==> src/design/scsort_ram.sv <==
// Simple dual-port synchronous RAM with registered read data.
`default_nettype none
module scsort_ram #(
  parameter int DEPTH = 64,
  parameter int WIDTH = 8
) (
  input  wire logic                     clk,
  input  wire logic                     we,
  input  wire logic [$clog2(DEPTH)-1:0] waddr,
  input  wire logic [WIDTH-1:0]         wdata,
  input  wire logic [$clog2(DEPTH)-1:0] raddr,
  output logic      [WIDTH-1:0]         rdata
);

  logic [WIDTH-1:0] mem [DEPTH];

  always_ff @(posedge clk) begin
    if (we) begin
      mem[waddr] <= wdata;
    end
  end

  always_ff @(posedge clk) begin
    rdata <= mem[raddr];
  end

endmodule
`default_nettype wire

==> config.mk <==
export PLATFORM = sky130hd
export DESIGN_NAME = scsort_ram
export DESIGN_NICKNAME = d
export VERILOG_FILES = /design/src/design/scsort_ram.sv
export SDC_FILE = /design/constraint.sdc
export NUM_CORES = 1
export LEC_CHECK = 0
export ABC_AREA = 1
export BUFFER_PORTS_ARGS = -buffer_cell sky130_fd_sc_hd__buf_2
export CAP_MARGIN = 10
export CORE_ASPECT_RATIO = 0.5
export CORE_MARGIN = 2
export CORE_UTILIZATION = 35
export DETAILED_ROUTE_END_ITERATION = 16
export SKIP_CTS_REPAIR_TIMING = 1
export SYNTH_ARGS = -nofsm -noshare
export SYNTH_HDL_FRONTEND = slang
export SYNTH_SLANG_ARGS = --single-unit
==> constraint.sdc <==
create_clock -name clk -period 2.6 [get_ports clk]
set_input_delay 0 -clock clk [delete_from_list [all_inputs] [get_ports clk]]
set_output_delay 0 -clock clk [all_outputs]
set_load 0.01 [all_outputs]
== Word-level counts from Yosys, hierarchy flattened ==
Memory sizes are Yosys's and may differ from the RTL's. A register that Yosys moved wholly into a read port is not among the register bits.
Index checks and enable logic that the tools add are counted.
Operators by class
  mux-type cells: 2
Operator list (count)
  1-bit two-way mux: 2
Word-level totals
  register bits: 0
  bits in writable memories: 512
  bits of input ports: 22
  output and inout bits: 8
  memories kept: 1
Memories
  mem: words 64, bits a word 8, read ports 1, clocked after memory_dff 1, wr ports 1, line 15  | logic [WIDTH-1:0] mem [DEPTH];

== Longest topological paths before layout ==
  word-level depth: 2
  gate-level depth with buffers: 12
  depth with buffers taken out: 9

== Worst setup path after synthesis ==
OpenSTA, ideal clock, no wires.
  path kind: input to register
  start: input port we
  end: memory mem[48][0] (enable)
  data arrival time: 1.371 ns
  setup slack: 0.834 ns
  cell stages on the path: 3
  cells stage by stage: clkbuf_1 nand4_1 nor4_1
On the way
  cells in the longest elaborated chain, start to end: 2
Ends and longest elaborated chain
  start: declaration: line 8  | input wire logic we,
  1-bit two-way mux: line 18  | if (we) begin
  1-bit two-way mux (implied by the code): line 19  | mem[waddr] <= wdata;
  end: declaration: line 15
No other way between the ends.

== Worst setup path after layout ==
  start: input port waddr[2]
  end: memory mem[42][5] (enable)
RTL lines
  start: declaration: line 9  | input wire logic [$clog2(DEPTH)-1:0] waddr,
Straight into the memory's write port.

==> out/metrics.sh <==
SYNTH.AVG_CELL_AREA_UM2=11.8
SKEW_PS=16.9
TIMING.CRITICAL_PATH.BUF_INV=4
WORSTSETUPENDPOINTTYPE='flip-flop'
HEADROOM_TO_THE_MAX_SLEW_LIMIT_PCT=31.6
FIN_CRIT_SH_PCT=68.3
TIGHTESTPINTRANSITION_PS=1030
DIE_H_UM=179
DIE_WIDTH_UM=353
FINAL-SEQ-AREA_MM2=0.0155
CRITPATHMAXFANOUT=9
IO_BUFFERS=29
DRTPASS1ITERATIONS=5
GLOBALROUTETOTALUTIL_PCT=17.3
POST-ROUTE-DRC-COUNT=0
ROUTED_WL_MM=54.5
MAX_FREQ_GHz=0.563
MULTIINPUTGATEAREA_MM2=0.00495
INSTANCES_NO_FILL=2728
POSTSYNTHCELLCOUNT=1805
CTS.HTREE.LEVELS=2
SETUP.WORST_PATH.START_CLASS='primary input'
WORST_EP_REQUIRED_TIME_PS=2790
GRT_MAX_DEGREE=129
TIMING.CRITICAL_PATH.SLOWEST_STAGE_CELL='sky130_fd_sc_hd__nor2_1'
INITIAL_CORE_UTIL_PCT=35.7
TIMING.CRITICAL_PATH.ARRIVAL_PS=1970
FIRST_ITER_VIOLATIONS=1479
POWER.IR.VDD_WORST_mV=0.443
CLK-INSERTION-DELAY-LATE_PS=570
FINAL_HOLD_VIOL_COUNT=0
NUMBER_OF_PLACEMENT_ROWS=63
AVGVIACOUNTPERCELL=5.13
CLK_PIN_SLEW_WORST_PATHS_PS=60
STATIC-LEAKAGE-POWER_nW=8.73
DP.FINAL_HPWL_MM=32.0
LAYOUT-AREA-OVERHEAD-VS-SYNTH_PCT=13.6
POSTSYNTHREGISTERBITS=520
P_PER_AREA_mW_PER_MM2=727
NUMBER_OF_NETS_IN_THE_LAYOUT=1897
WORST_HOLD_PATH.NUM_CELLS=4
GRT_OVERFLOW_TOTAL=0
CTS_BUFFERS=50
ROOT_BUFFER='sky130_fd_sc_hd__clkbuf_16'
SYNTH.LIB_CELLS_USED.DISTINCT=16
YS_TOP_CELLS_BY_AREA='sky130_fd_sc_hd__edfxtp_1 72%, sky130_fd_sc_hd__nand2_1 11%, sky130_fd_sc_hd__nand3_1 10%'
HP-CLASS='primary input to flip-flop'
DRT.ANTENNA.VIOLATING_NETS=0
SLEW_VIOL_FINAL=0
IOPINCOUNT=30
WORSTSETUPPATHDEPTH=6
CRITICAL-PATH-MAX-STAGE-DELAY_PS=670
CORE_AREA_MM2=0.0597
PERIOD_MINUS_SLACK_PS=1780
SYNTHESIS.AREA_MM2=0.0213
YOSYS.AREA.TOP_TYPE='sky130_fd_sc_hd__edfxtp_1'
RSZ0062_AT_GRT='false'
GRT_PASS1_VIAS=13400
TOTAL_DIE_AREA_MM2=0.0631
CRITPATHTOPFAMILY='buffers and inverters'
ANTENNA_FOUND_INITIAL=0
FIN_SETUP_TNS_PS=0
DPL.CELL_COUNT=2629
DIODES=0
POST_ROUTE_HOLD_SLACK_PS=10.0
ROUTEDWLPERCELL_UM=20.0
FINALSETUPVIOLCOUNT=0
MOST-COMMON-LAYOUT-CELLS='648 x sky130_fd_sc_hd__nand2_1, 512 x sky130_fd_sc_hd__edfxtp_1, 439 x sky130_fd_sc_hd__nand3_1'
DRIVE_ABOVE_1_SHARE_PCT=10.3
WORSTPATHCELLLIST='dlygate4sd3_1, buf_2, inv_1, nand4_1, buf_4, nor2_1'
MAXCAPVIOLCOUNT=0
FILL_CELLS=5630
FINAL_CORE_UTILIZATION_PCT=40.6
FINAL_COMMON_CELL='sky130_fd_sc_hd__nand2_1'
CTS.SINKS=520
CLK_PATH_BUF_DEPTH=3
PLACE_CONGESTION=0.856
YOSYS_WARNINGS=0
TRITONCTS='built'
RUN_STATUS='finished, final reports clean'
SYNTH_SEQ_AREA_SHARE_PCT=72.8
NUMBER_OF_CELLS_ON_THE_WORST_REG_TO_REG_PATH=8
POST-SYNTH-TOP-AREA-FRACTION_PCT=72.0
SYN_NETS=1827
TOTAL_NUMBER_OF_VIAS=14000
TIMING.SETUP.CRITICAL_PATH_CLASS='primary input to flip-flop'
GRT_FIRST_PASS_WIRELENGTH_MM=83.0
sequential cells by signal, indices dropped and copies added (netlist names):
signal  cells
rdata       8
mem       512
where the power goes:
part           internal, mW  total (mW)  switching, mW
registers              9.28        9.30         0.0246
logic                 0.297        1.12          0.824
clock network          4.19        7.20           3.01
total                  13.8        17.6           3.86
cells in the mapped netlist (all sizes together):
| master | instances |
|---|---|
| buf | 98 |
| clkbuf | 15 |
| dfxtp | 8 |
| edfxtp | 512 |
| inv | 12 |
| nand2 | 648 |
| nand3 | 439 |
| nand4 | 9 |
| nor2 | 56 |
| nor4 | 8 |
per-stage QoR:
stage / power, mW / worst slack [ps] / area [µm²]
CTS: 17.7 / 1160 / 24200
finish: 17.6 / 824 / 24200
global placement: 10.6 / 601 / 22600
floorplan: 10.1 / 834 / 21300
detailed placement: 10.6 / 578 / 22600
global route: 18.1 / 732 / 24200
layer usage:
layer / wire, µm / share of wire (%) / track usage (%) / vias to the layer above
met4: 1030 / 1.9 / 3.97 / 0
met5: 0 / 0 / 0 / -
met2: 26100 / 48 / 29.2 / 471
met1: 24100 / 44 / 23.9 / 6953
met3: 3330 / 6.1 / 2.15 / 70
li1: - / - / - / 6494
path summary, 6_finish.rpt:
path / slack (ps) / to / startpoint
worst max register to register: 1180 / rdata[7] / mem[47][7]
worst max-delay path: 820 / mem[42][5] / waddr[2]
worst min register to register: 820 / rdata[2] / mem[4][2]
worst min-delay path: 10 / rdata[6] / raddr[4]
tightest hold or removal path: cells and delay by family:
| family | cells | cell delay (ps) |
|---|---|---|
| buffers and inverters | 1 | 240 |
| AND/OR/NAND/NOR | 3 | 300 |
cell type report:
cell class                      count  area share [%]
Clock buffer                       75            6.06
Inverter                           12           0.217
Timing Repair Buffer              131            4.43
Clock inverter                     18           0.645
Sequential cell                   520            64.1
Multi-Input combinational cell   1160            20.4
Tap cell                          812            4.19
logic make-up (layout without fill, tap and decap cells):
family                 Yosys count  after routing  share of synthesized area, %
flip-flops                     520            520                          72.8
buffers and inverters          125            236                          4.02
AND/OR/NAND/NOR               1160           1160                          23.2
(Power assumes the default switching activity.)
